<file path="src/rtl/variable_delay_interpolator_defines.svh">
// ----------------------------------------------------------------------------
// Variable delay interpolator assertion macros
// Assertion helpers shared by the interpolator RTL; empty in synthesis.
// ----------------------------------------------------------------------------
`ifndef VARIABLE_DELAY_INTERPOLATOR_DEFINES_SVH
`define VARIABLE_DELAY_INTERPOLATOR_DEFINES_SVH

`ifndef SYNTHESIS
// Consequent must hold in the same cycle as the antecedent.
`define VDI_ASSERT_SAME(label, clk, rst_n, ante, cons, msg) \
  label: assert property (@(posedge clk) disable iff (!rst_n) (ante) |-> (cons)) \
    else $error(msg);
// Consequent must hold in the cycle after the antecedent.
`define VDI_ASSERT_NEXT(label, clk, rst_n, ante, cons, msg) \
  label: assert property (@(posedge clk) disable iff (!rst_n) (ante) |=> (cons)) \
    else $error(msg);
`else
`define VDI_ASSERT_SAME(label, clk, rst_n, ante, cons, msg)
`define VDI_ASSERT_NEXT(label, clk, rst_n, ante, cons, msg)
`endif

`endif

</file>
<file path="src/rtl/vdi_pkg.sv">
// ----------------------------------------------------------------------------
// Variable delay interpolator package
// Sizes, register indexes, controller command and status types, helpers.
// ----------------------------------------------------------------------------
package vdi_pkg;

  localparam int DEPTH   = 1024;
  localparam int ADDR_W  = $clog2(DEPTH);
  localparam int DATA_W  = 32;
  localparam int MD_W    = 20;
  localparam int TGT_W   = DATA_W + 1;
  localparam int NUM_W   = DATA_W + 1;
  localparam int DV_W    = DATA_W;
  localparam int PROD_W  = NUM_W + DV_W;
  localparam int DCNT_W  = $clog2(PROD_W);
  localparam int QCAP_W  = 41;
  localparam int RES_W   = QCAP_W + 2;
  localparam int LAD_W   = MD_W + $clog2(DEPTH + 1) + 1;
  localparam int CFG_IDX_W = 1;

  localparam logic [CFG_IDX_W-1:0] CFG_MAX_DELAY  = 1'd0;
  localparam logic [CFG_IDX_W-1:0] CFG_INIT_VALUE = 1'd1;
  localparam logic [MD_W-1:0]      MD_RESET       = 20'd1024;

  typedef struct packed {
    logic init;
    logic clear;
    logic accept;
    logic rd_old;
    logic rd_new;
    logic store;
    logic srch_rd;
    logic srch_cmp;
    logic rd_a;
    logic rd_b;
    logic prep;
    logic mul;
    logic div;
    logic fin;
  } vdi_cmd_t;

  typedef struct packed {
    logic sweep_last;
    logic srch_done;
    logic den_zero;
    logic mul_done;
    logic div_done;
    logic out_busy;
  } vdi_stat_t;

  // Position off entries above the oldest entry, wrapped round the ring.
  function automatic logic [ADDR_W-1:0] ring_idx(input logic [ADDR_W-1:0] off,
                                                 input logic [ADDR_W-1:0] base);
    logic [ADDR_W:0] s;
    s = {1'b0, off} + {1'b0, base};
    if (s >= (ADDR_W+1)'(DEPTH)) s = s - (ADDR_W+1)'(DEPTH);
    return s[ADDR_W-1:0];
  endfunction

  // Saturates a ladder time to the signed 32-bit range.
  function automatic logic [DATA_W-1:0] sat_lad(input logic signed [LAD_W-1:0] v);
    if (v < -(LAD_W'(64'sd2147483648))) return {1'b1, {(DATA_W-1){1'b0}}};
    if (v > LAD_W'(64'sd2147483647)) return {1'b0, {(DATA_W-1){1'b1}}};
    return v[DATA_W-1:0];
  endfunction

endpackage

</file>
<file path="src/rtl/vdi_ctrl.sv">
// ----------------------------------------------------------------------------
// Variable delay interpolator controller
// Sequences ring clearing, store, search, multiply, divide and result hand-off.
// ----------------------------------------------------------------------------
`include "variable_delay_interpolator_defines.svh"

module vdi_ctrl (
  input  logic               clk,
  input  logic               rst_n,
  input  logic               in_valid,
  output logic               in_ready,
  input  logic               cfg_we,
  input  vdi_pkg::vdi_stat_t stat,
  output vdi_pkg::vdi_cmd_t  cmd
);

  typedef enum logic [13:0] {
    ST_INIT     = 14'b00000000000001,
    ST_CLEAR    = 14'b00000000000010,
    ST_IDLE     = 14'b00000000000100,
    ST_RD_OLD   = 14'b00000000001000,
    ST_RD_NEW   = 14'b00000000010000,
    ST_STORE    = 14'b00000000100000,
    ST_SRCH_RD  = 14'b00000001000000,
    ST_SRCH_CMP = 14'b00000010000000,
    ST_RD_A     = 14'b00000100000000,
    ST_RD_B     = 14'b00001000000000,
    ST_PREP     = 14'b00010000000000,
    ST_MUL      = 14'b00100000000000,
    ST_DIV      = 14'b01000000000000,
    ST_FIN      = 14'b10000000000000
  } state_t;

  state_t state_r, state_nxt;

  always_comb begin
    state_nxt = state_r;
    unique case (state_r)
      ST_INIT:     state_nxt = ST_CLEAR;
      ST_CLEAR:    if (stat.sweep_last) state_nxt = ST_IDLE;
      ST_IDLE:     if (in_valid) state_nxt = ST_RD_OLD;
      ST_RD_OLD:   state_nxt = ST_RD_NEW;
      ST_RD_NEW:   state_nxt = ST_STORE;
      ST_STORE:    state_nxt = stat.srch_done ? ST_RD_A : ST_SRCH_RD;
      ST_SRCH_RD:  state_nxt = ST_SRCH_CMP;
      ST_SRCH_CMP: state_nxt = stat.srch_done ? ST_RD_A : ST_SRCH_RD;
      ST_RD_A:     state_nxt = ST_RD_B;
      ST_RD_B:     state_nxt = ST_PREP;
      ST_PREP:     state_nxt = stat.den_zero ? ST_FIN : ST_MUL;
      ST_MUL:      if (stat.mul_done) state_nxt = ST_DIV;
      ST_DIV:      if (stat.div_done) state_nxt = ST_FIN;
      ST_FIN:      if (!stat.out_busy) state_nxt = ST_IDLE;
      default:     state_nxt = ST_INIT;
    endcase
    if (cfg_we) state_nxt = ST_INIT;
  end

  always_ff @(posedge clk) begin
    if (!rst_n) begin
      state_r <= ST_INIT;
    end else begin
      state_r <= state_nxt;
    end
  end

  assign in_ready = (state_r == ST_IDLE);

  always_comb begin
    cmd.init     = (state_r == ST_INIT);
    cmd.clear    = (state_r == ST_CLEAR);
    cmd.accept   = in_ready && in_valid;
    cmd.rd_old   = (state_r == ST_RD_OLD);
    cmd.rd_new   = (state_r == ST_RD_NEW);
    cmd.store    = (state_r == ST_STORE);
    cmd.srch_rd  = (state_r == ST_SRCH_RD);
    cmd.srch_cmp = (state_r == ST_SRCH_CMP);
    cmd.rd_a     = (state_r == ST_RD_A);
    cmd.rd_b     = (state_r == ST_RD_B);
    cmd.prep     = (state_r == ST_PREP);
    cmd.mul      = (state_r == ST_MUL);
    cmd.div      = (state_r == ST_DIV);
    cmd.fin      = (state_r == ST_FIN) && !stat.out_busy;
  end

  `VDI_ASSERT_NEXT(a_accept_starts_item, clk, rst_n, cmd.accept && !cfg_we, state_r == ST_RD_OLD, "accepted word did not start processing")
  `VDI_ASSERT_NEXT(a_cfg_restarts_clear, clk, rst_n, cfg_we, state_r == ST_INIT, "configuration write did not rebuild the ring")

endmodule

</file>
<file path="config.mk">
export PLATFORM = sky130hd
export DESIGN_NAME = vdi_ctrl
export DESIGN_NICKNAME = d
export VERILOG_FILES = /design/src/rtl/vdi_pkg.sv /design/src/rtl/vdi_ctrl.sv
export VERILOG_INCLUDE_DIRS = /design/src /design/src/rtl
export SDC_FILE = /design/constraint.sdc
export NUM_CORES = 1
export LEC_CHECK = 0
export BUFFER_PORTS_ARGS = -buffer_cell sky130_fd_sc_hd__buf_2
export CAP_MARGIN = 20
export CORE_MARGIN = 1.5
export CORE_UTILIZATION = 25
export CTS_CLUSTER_SIZE = 25
export DETAILED_ROUTE_END_ITERATION = 10
export GPL_TIMING_DRIVEN = 0
export PLACE_DENSITY = 0.44
export SYNTH_ARGS = -nofsm -noshare
export SYNTH_HDL_FRONTEND = slang
export SYNTH_SLANG_ARGS = --single-unit
</file>
<file path="constraint.sdc">
create_clock -name clk -period 3.4 [get_ports clk]
set_input_delay 0.68 -clock clk [delete_from_list [all_inputs] [get_ports clk]]
set_output_delay 0.68 -clock clk [all_outputs]
set_load 0.1 [all_outputs]
</file>
---- Word level (Yosys, flattened, before mapping) ----
Index checks and enable logic that the tools add are counted.
storage, ports and cells
  output and inout bits ................... 15
  bits in latches ......................... 0
  memories kept ........................... 0
  ROM bits ................................ 0
  logic and storage cells ................. 35
  memory bits (writable) .................. 0
  register bits ........................... 14
operators by class
  reductions and logical operators ........ 6
  bitwise gates (word level) .............. 1
  mux-type cells .......................... 8
  $mul .................................... 0
  shifts and indexed selects .............. 0
  order comparisons ....................... 0
  div/mod/pow operators ................... 0
  add/subtract/negate cells ............... 0
  equal/unequal tests ..................... 19
operators with widths
  operator                                                                  count
  14-bit one-hot mux with 13 select lines                                   1
  14-bit 2-to-1 mux                                                         6
  14-bit by 1-bit equality test with 1-bit output (second input constant)   1
  14-bit by 10-bit equality test with 1-bit output (second input constant)  1
  14-bit by 11-bit equality test with 1-bit output (second input constant)  1
  14-bit by 12-bit equality test with 1-bit output (second input constant)  1
  14-bit by 13-bit equality test with 1-bit output (second input constant)  1
  14-bit equality test (second input constant)                              1
  14-bit by 2-bit equality test with 1-bit output (second input constant)   1
  14-bit by 3-bit equality test with 1-bit output (second input constant)   1
  14-bit by 4-bit equality test with 1-bit output (second input constant)   1
  14-bit by 5-bit equality test with 1-bit output (second input constant)   1
  14-bit by 6-bit equality test with 1-bit output (second input constant)   1
  14-bit by 7-bit equality test with 1-bit output (second input constant)   1
  14-bit by 8-bit equality test with 1-bit output (second input constant)   1
  14-bit by 9-bit equality test with 1-bit output (second input constant)   1
  2-bit != test (second input constant)                                     5
  9-bit 2-to-1 mux                                                          1
  5-bit AND reduction                                                       1
  2-bit OR reduction                                                        2
  1-bit logical AND                                                         2
  1-bit logical NOT                                                         1
  1-bit inverter                                                            1

---- Longest topological paths before layout ----
Gate-level depths: netlist (run 1).
  word-level depth ........................ 3
  mapped depth ............................ 6
  mapped depth without buffers ............ 5

---- Worst setup path after synthesis (run 1) ----
No wires, ideal clock.
  path kind ............................... flip-flop to output port
  start ................................... register state_r[0]
  end ..................................... output cmd[6] in the netlist's numbering
  data arrival time ....................... 3.529 ns
  buffers on the path ..................... 1
  setup slack ............................. -0.809 ns
  stages on the path, launching flop included .. 6
  cells stage by stage .................... dfxtp_1 > buf_4 > nor4_2 > nand3_1 > or3_1 > nor3b_1
RTL lines
  what                    line            RTL
  start, declared         vdi_ctrl.sv:34  state_t state_r, state_nxt;
  start signal, assigned  vdi_ctrl.sv:62  state_r <= state_nxt;
  end, declared           vdi_ctrl.sv:14  output vdi_pkg::vdi_cmd_t cmd

==> run summary, run 1 <==
Pre-CTS WS = 0.5815 ns
Period utilization = 90.85%
Io pins = 25
Tightest Hold Check Type = flip-flop to flip-flop
Slew @ Worst Pin = 0.5728 ns
CP required = 2.72 ns
# Post-CTS Setup Buffers = 0
Top reg by flops = state_r
Sequential share of power = 43.4%
Starting Density = 25.96%
Clock Skew = 0.001874 ns
Total congestion overflow = 0
Worst setup EP type = output port
Via Count = 1030
Cts hold-fix bufs = 0
Antenna violations before repair = 0
Met3 GRT Util = 3.833%
# rows = 23
PwrDens = 298.5 mW/mm2
Fmax = 323.7 MHz
Worst R2R Path Depth = 6
Max-slew headroom = 61.75%
First-pass GRT wire length = 4.588 mm
Avg Inst Size Synth = 8.308 um2
Skew-Pair Late Insertion Delay = 0.25 ns
Final count of hold timing violations = 0
Largest regs = state_r: 14 flops
Clk network pwr share = 44.2%
Gp weighted congestion = 0.7891
Share of layout cells above drive strength 1 = 31.37%
Register-to-Register Setup Slack = 1.24 ns
CP Class = flip-flop to output port
Clock sinks = 14
Final Max Slew Viols = 0
Final count of negative-setup-slack endpoints = 0
Die ar. = 0.004550 mm2
Worst-path cell chain = buf_4 > nor4_2 > nand3_1 > or3_1 > nor3b_2 > buf_2
Ys async rst share = 0%
Post-synth top area cell = dfxtp_1
Hold path depth = 2
CTS clk-pin slew, worst paths = 0.07 ns
Clk Tree Root Cell = clkbuf_8
CTS buffer count = 3
Most frequent cells after synthesis = 14 x dfxtp_1, 13 x nor2_1, 6 x nand3_1, 6 x nor3_1
Critical path arrival = 2.41 ns
CP Launch Type = flip-flop
CTS Buffer Depth = 2
R2r endpoint = state_r[12]
Placed Area = 0.001241 mm2
CTS tree = done
Via/cell ratio = 5.074
Final setup margin = 0.3109 ns
Yosys warns = 0
Top post-synthesis cells by area = dfxtp_1 27%, nor2_1 4.7%, nand3_1 2.9%
RSZ-0062 raised after global routing = no
Chip height = 67.45 um
Max cap viols = 0
Gate power share = 12.4%
Part of the Yosys area used for sequential elements = 26.99%
Status = completed
VDD IR max = 0.1950 mV
P_int = 0.2836 mW
Routing usage on met1 = 17.37%
Nets = 164
Area grow syn2layout = 24.82%
Area of the mapped netlist = 0.001038 mm2
First-pass detailed-route iteration total = 4
CTS-repair resized insts = 0
Leakage = 0.5173 nW
Largest net degree at the start of global routing = 11
Crit Path Max Fanout = 9
DR iter-0 viols = 25
Worst Hold Path EP = state_r[4]
GRT Total Usage = 13.53%
Hold WS = 0.5881 ns
Vias in the first global route = 940
Net Sw Power = 0.1033 mW
Synthesized flop and latch total = 14
Net Sw Frac = 26.69%
Met2 usage = 22.40%
Final wirelength = 2.922 mm
Post-Synthesis Cells = 125
Placed wire-length estimate = 2.221 mm
Buffers on Ports = 24
Fin crit period = 3.089 ns
EDFF count, synth = 0
Core box area = 0.004000 mm2
Startpoint of the worst register-to-register path = state_r[12]
DR DRC count = 0
Mapped Nets = 135
Startpoint of the worst hold path = state_r[3]
Diode count = 0
Routed len/inst = 14.39 um
Largest stage delay, worst path = 0.45 ns
Synth unique cells = 45
Primary FF master, synth = dfxtp_1
DRT antenna net count = 0
Design area = 0.001296 mm2
Max reg flops = 14
Post-synth top area share = 26.99%
Slowest cell on the critical path = buf_2
Chip width = 67.45 um
Most Crowded Layer GR = met2
H-tree level count = 1
Count leader, synth = dfxtp_1
## kinds of logic after synthesis
kind of cell | Yosys count | share of synthesized area, %
simple gates | 73 | 45.66
compound gates | 23 | 18.80
flops | 14 | 26.99
buf+inv | 11 | 5.181
xor+xnor | 4 | 3.374
## worst max-delay path by stage
stage	start	to	cells past startpoint
floorplan	state_r[13]	cmd[10]	5
global placement	state_r[10]	cmd[6]	6
detailed placement	state_r[0]	cmd[6]	6
CTS	state_r[0]	cmd[6]	6
global route	state_r[0]	cmd[6]	6
finish	state_r[0]	cmd[6]	6
## placed cells by master, fill, tap and decap left out, types with 2 or more instances in the layout
| master | n |
|---|---|
| or3_1 | 4 |
| nor2_1 | 13 |
| clkbuf_1 | 5 |
| and4_1 | 3 |
| nor3b_2 | 3 |
| nor4b_1 | 2 |
| nor3_1 | 5 |
| a21boi_1 | 2 |
| nand3b_1 | 3 |
| nand3_1 | 6 |
| nand2b_1 | 4 |
| xor2_1 | 3 |
| nor4_1 | 4 |
| nand4_1 | 2 |
| and3_1 | 3 |
| clkbuf_8 | 4 |
| buf_2 | 24 |
| or2_2 | 2 |
| o21ai_0 | 5 |
| dfxtp_1 | 14 |
| nand2_1 | 4 |
| inv_1 | 3 |
| nor3_2 | 2 |
| and2_1 | 2 |
| a21oi_1 | 4 |
| or3b_1 | 3 |
| a2111oi_0 | 2 |
| or4_4 | 2 |
## worst max-delay path, delay by kind of cell, from the launching register on
family                 cells  cell delay, ns
buffers and inverters      2            0.61
DFF                        1            0.30
and+or+nand+nor            4            1.24
## cell type report
cell class                 instances  area, um2
timing repair buffer              24      120.1
fill                             442       2704
inverter                           3      11.26
tap                               50      62.56
buffer                             8      42.54
sequential                        14      280.3
multi-input combinational        100      724.4
clock buffer                       4      55.05
## power groups by stage
stage               Combinational, mW  Clock (mW)  Sequential [mW]
floorplan                      0.0344           0            0.171
global placement               0.0478           0            0.171
detailed placement             0.0483           0            0.171
CTS                            0.0485       0.177            0.168
global route                   0.0521       0.183            0.168
finish                         0.0481       0.171            0.168
## layer usage
metal / wire (um) / share of wire [%]
met1: 1408 / 48
met2: 1361 / 47
met3: 136 / 4.7
met4: 16 / 0.55
met5: 0 / 0
## per-stage QoR
stage / cells / utilization, % / total power, mW / TNS, ns
floorplan: 125 / - / 0.2051 / -0.9611
global placement: 199 / 31.03 / 0.2189 / 0
detailed placement: 199 / 31.03 / 0.2196 / 0
CTS: 203 / 32.41 / 0.3928 / 0
global route: 203 / 32.41 / 0.4033 / 0
finish: 203 / 32.41 / 0.3869 / 0
Note: power is estimated with default switching activity, not from simulation.
==> inputs of run 2 (changes only) <==
- REMOVE_ABC_BUFFERS: default -> 1
==> run 2 against run 1 <==
Compared with the run above: clock power shrank 4%; non-clock buffer count shrank 8; global-route usage grew 0.14 points; sequential share of layout area grew 1.1 points; sequential power is essentially flat; cell area shrank 4.8%; register-to-register slack lost 0.03 ns; via count shrank 0.29%; setup slack gained 0.021 ns; cell count shrank 3.9%; total power shrank 2.2%; largest cell class unchanged.
==> run summary, run 2 (same netlist as run 1, synthesis figures left out) <==
Status = completed
Io pins = 25 (unchanged)
Via/cell ratio = 5.267 (+3.8%)
Critical path arrival = 2.39 ns (-0.02 ns)
Via Count = 1027 (-0.29%)
RSZ-0062 raised after global routing = no
Starting Density = 25.96% (unchanged)
Diode count = 0 (unchanged)
Leakage = 0.4937 nW (-4.6%)
Final Max Slew Viols = 0 (unchanged)
Slew @ Worst Pin = 0.6082 ns (+0.03539 ns)
# rows = 23 (unchanged)
Skew-Pair Late Insertion Delay = 0.24 ns (about the same)
Fin crit period = 3.068 ns (-0.02129 ns)
Most frequent cells in the layout = 24 x buf_2, 14 x dfxtp_1, 13 x nor2_1
Core box area = 0.004000 mm2 (unchanged)
Buffers on Ports = 24 (unchanged)
Max reg flops = 14 (unchanged)
CTS clk-pin slew, worst paths = 0.06 ns (about the same)
Final count of negative-setup-slack endpoints = 0 (unchanged)
Share of layout cells above drive strength 1 = 28.28% (-3.1 points)
Clk Tree Root Cell = clkbuf_8
Period utilization = 90.23% (-0.63 points)
Design area = 0.001234 mm2 (-4.8%)
Final count of hold timing violations = 0 (unchanged)
DR DRC count = 0 (unchanged)
Crit Path Max Fanout = 9 (unchanged)
Worst setup EP type = output port
First-pass GRT wire length = 4.664 mm (+1.7%)
CP Class = flip-flop to output port
CTS tree = done
Launch point of the worst path = state_r[0]
Antenna violations before repair = 0 (unchanged)
CTS Buffer Depth = 2 (unchanged)
DR iter-0 viols = 19 (-24%)
Clock sinks = 14 (unchanged)
Chip width = 67.45 um (unchanged)
Die ar. = 0.004550 mm2 (unchanged)
# Post-CTS Setup Buffers = 0 (unchanged)
Largest net degree at the start of global routing = 12 (+1)
VDD IR max = 0.1355 mV (-31%)
Final wirelength = 2.808 mm (-3.9%)
Largest regs = state_r: 14 flops
Chip height = 67.45 um (unchanged)
Vias in the first global route = 1008 (+7.2%)
CTS buffer count = 3 (unchanged)
DRT antenna net count = 0 (unchanged)
H-tree level count = 1 (unchanged)
CTS-repair resized insts = 0 (unchanged)
Placed Area = 0.001179 mm2 (-5.0%)
Max cap viols = 0 (unchanged)
Placed wire-length estimate = 2.162 mm (-2.6%)
Startpoint of the worst hold path = state_r[3]
Pre-CTS WS = 0.6229 ns (+0.04134 ns)
GRT Total Usage = 13.66% (+0.14 points)
Total congestion overflow = 0 (unchanged)
Fmax = 326.0 MHz (+0.69%)
First-pass detailed-route iteration total = 4 (unchanged)
Routed len/inst = 14.40 um (about the same)
Final setup margin = 0.3322 ns (+0.02129 ns)
Commonest non-fill, non-tap cell in the layout = buf_2
Gp weighted congestion = 0.7332 (-7.1%)
Tightest Hold Check Type = flip-flop to flip-flop
CP required = 2.72 ns (about the same)
Clock Skew = 0.001177 ns (-0.0006968 ns)
Cts hold-fix bufs = 0 (unchanged)
Setup TNS = 0 ns (unchanged)
Startpoint of the worst register-to-register path = state_r[5]
Total power = 0.3786 mW (-2.2%)
PwrDens = 306.8 mW/mm2 (+2.8%)
CP Launch Type = flip-flop
Top reg by flops = state_r
Area grow syn2layout = 18.79%
Hold WS = 0.5760 ns (-0.01209 ns)
Nets = 156 (-4.9%)
Max-slew headroom = 59.39% (-2.4 points)
==> run 2: routing by layer <==
layer	vias up	wire (um)	GRT usage (%)
met1	490	1271	17.69
met5	-	0	0
li1	509	-	-
met4	0	25	5.102
met2	26	1333	22.65
met3	2	177	2.333
==> run 2: final timing paths <==
path / endpoint / slack, ns / depth (start not counted)
hold / removal: state_r[4] / 0.58 / 2
setup / recovery: cmd[6] / 0.33 / 5
setup reg to reg: state_r[0] / 1.21 / 5
hold reg to reg: state_r[4] / 0.58 / 2
==> run 2: per-stage QoR <==
stage / util (%) / cells
3_5_place_dp: 29.47 / 191
4_1_cts: 30.84 / 195
5_1_grt: 30.84 / 195
2_1_floorplan: - / 117
6_report: 30.84 / 195
3_3_place_gp: 29.47 / 191
==> run 2: layout make-up <==
class | instances | area (um2)
inverters | 3 | 11.26
fillers | 441 | 2766
flip-flops and latches | 14 | 280.3
repair buffers | 24 | 120.1
well taps | 50 | 62.56
multi-input cells | 100 | 704.4
clock buffers | 4 | 55.05
==> run 2: worst max-delay path, cell delays in order (launching register included) <==
cell     delay [ns]
dfxtp_1        0.40
nor4_2         0.48
nand3_1        0.17
or3_1          0.41
nor3b_1        0.22
buf_2          0.46
==> run 2: report_power, final <==
group	internal (mW)	switching, mW	leakage [nW]
clock	0.103	0.0625	0.0288
combinational	0.0140	0.0300	0.352
sequential	0.166	0.00371	0.113
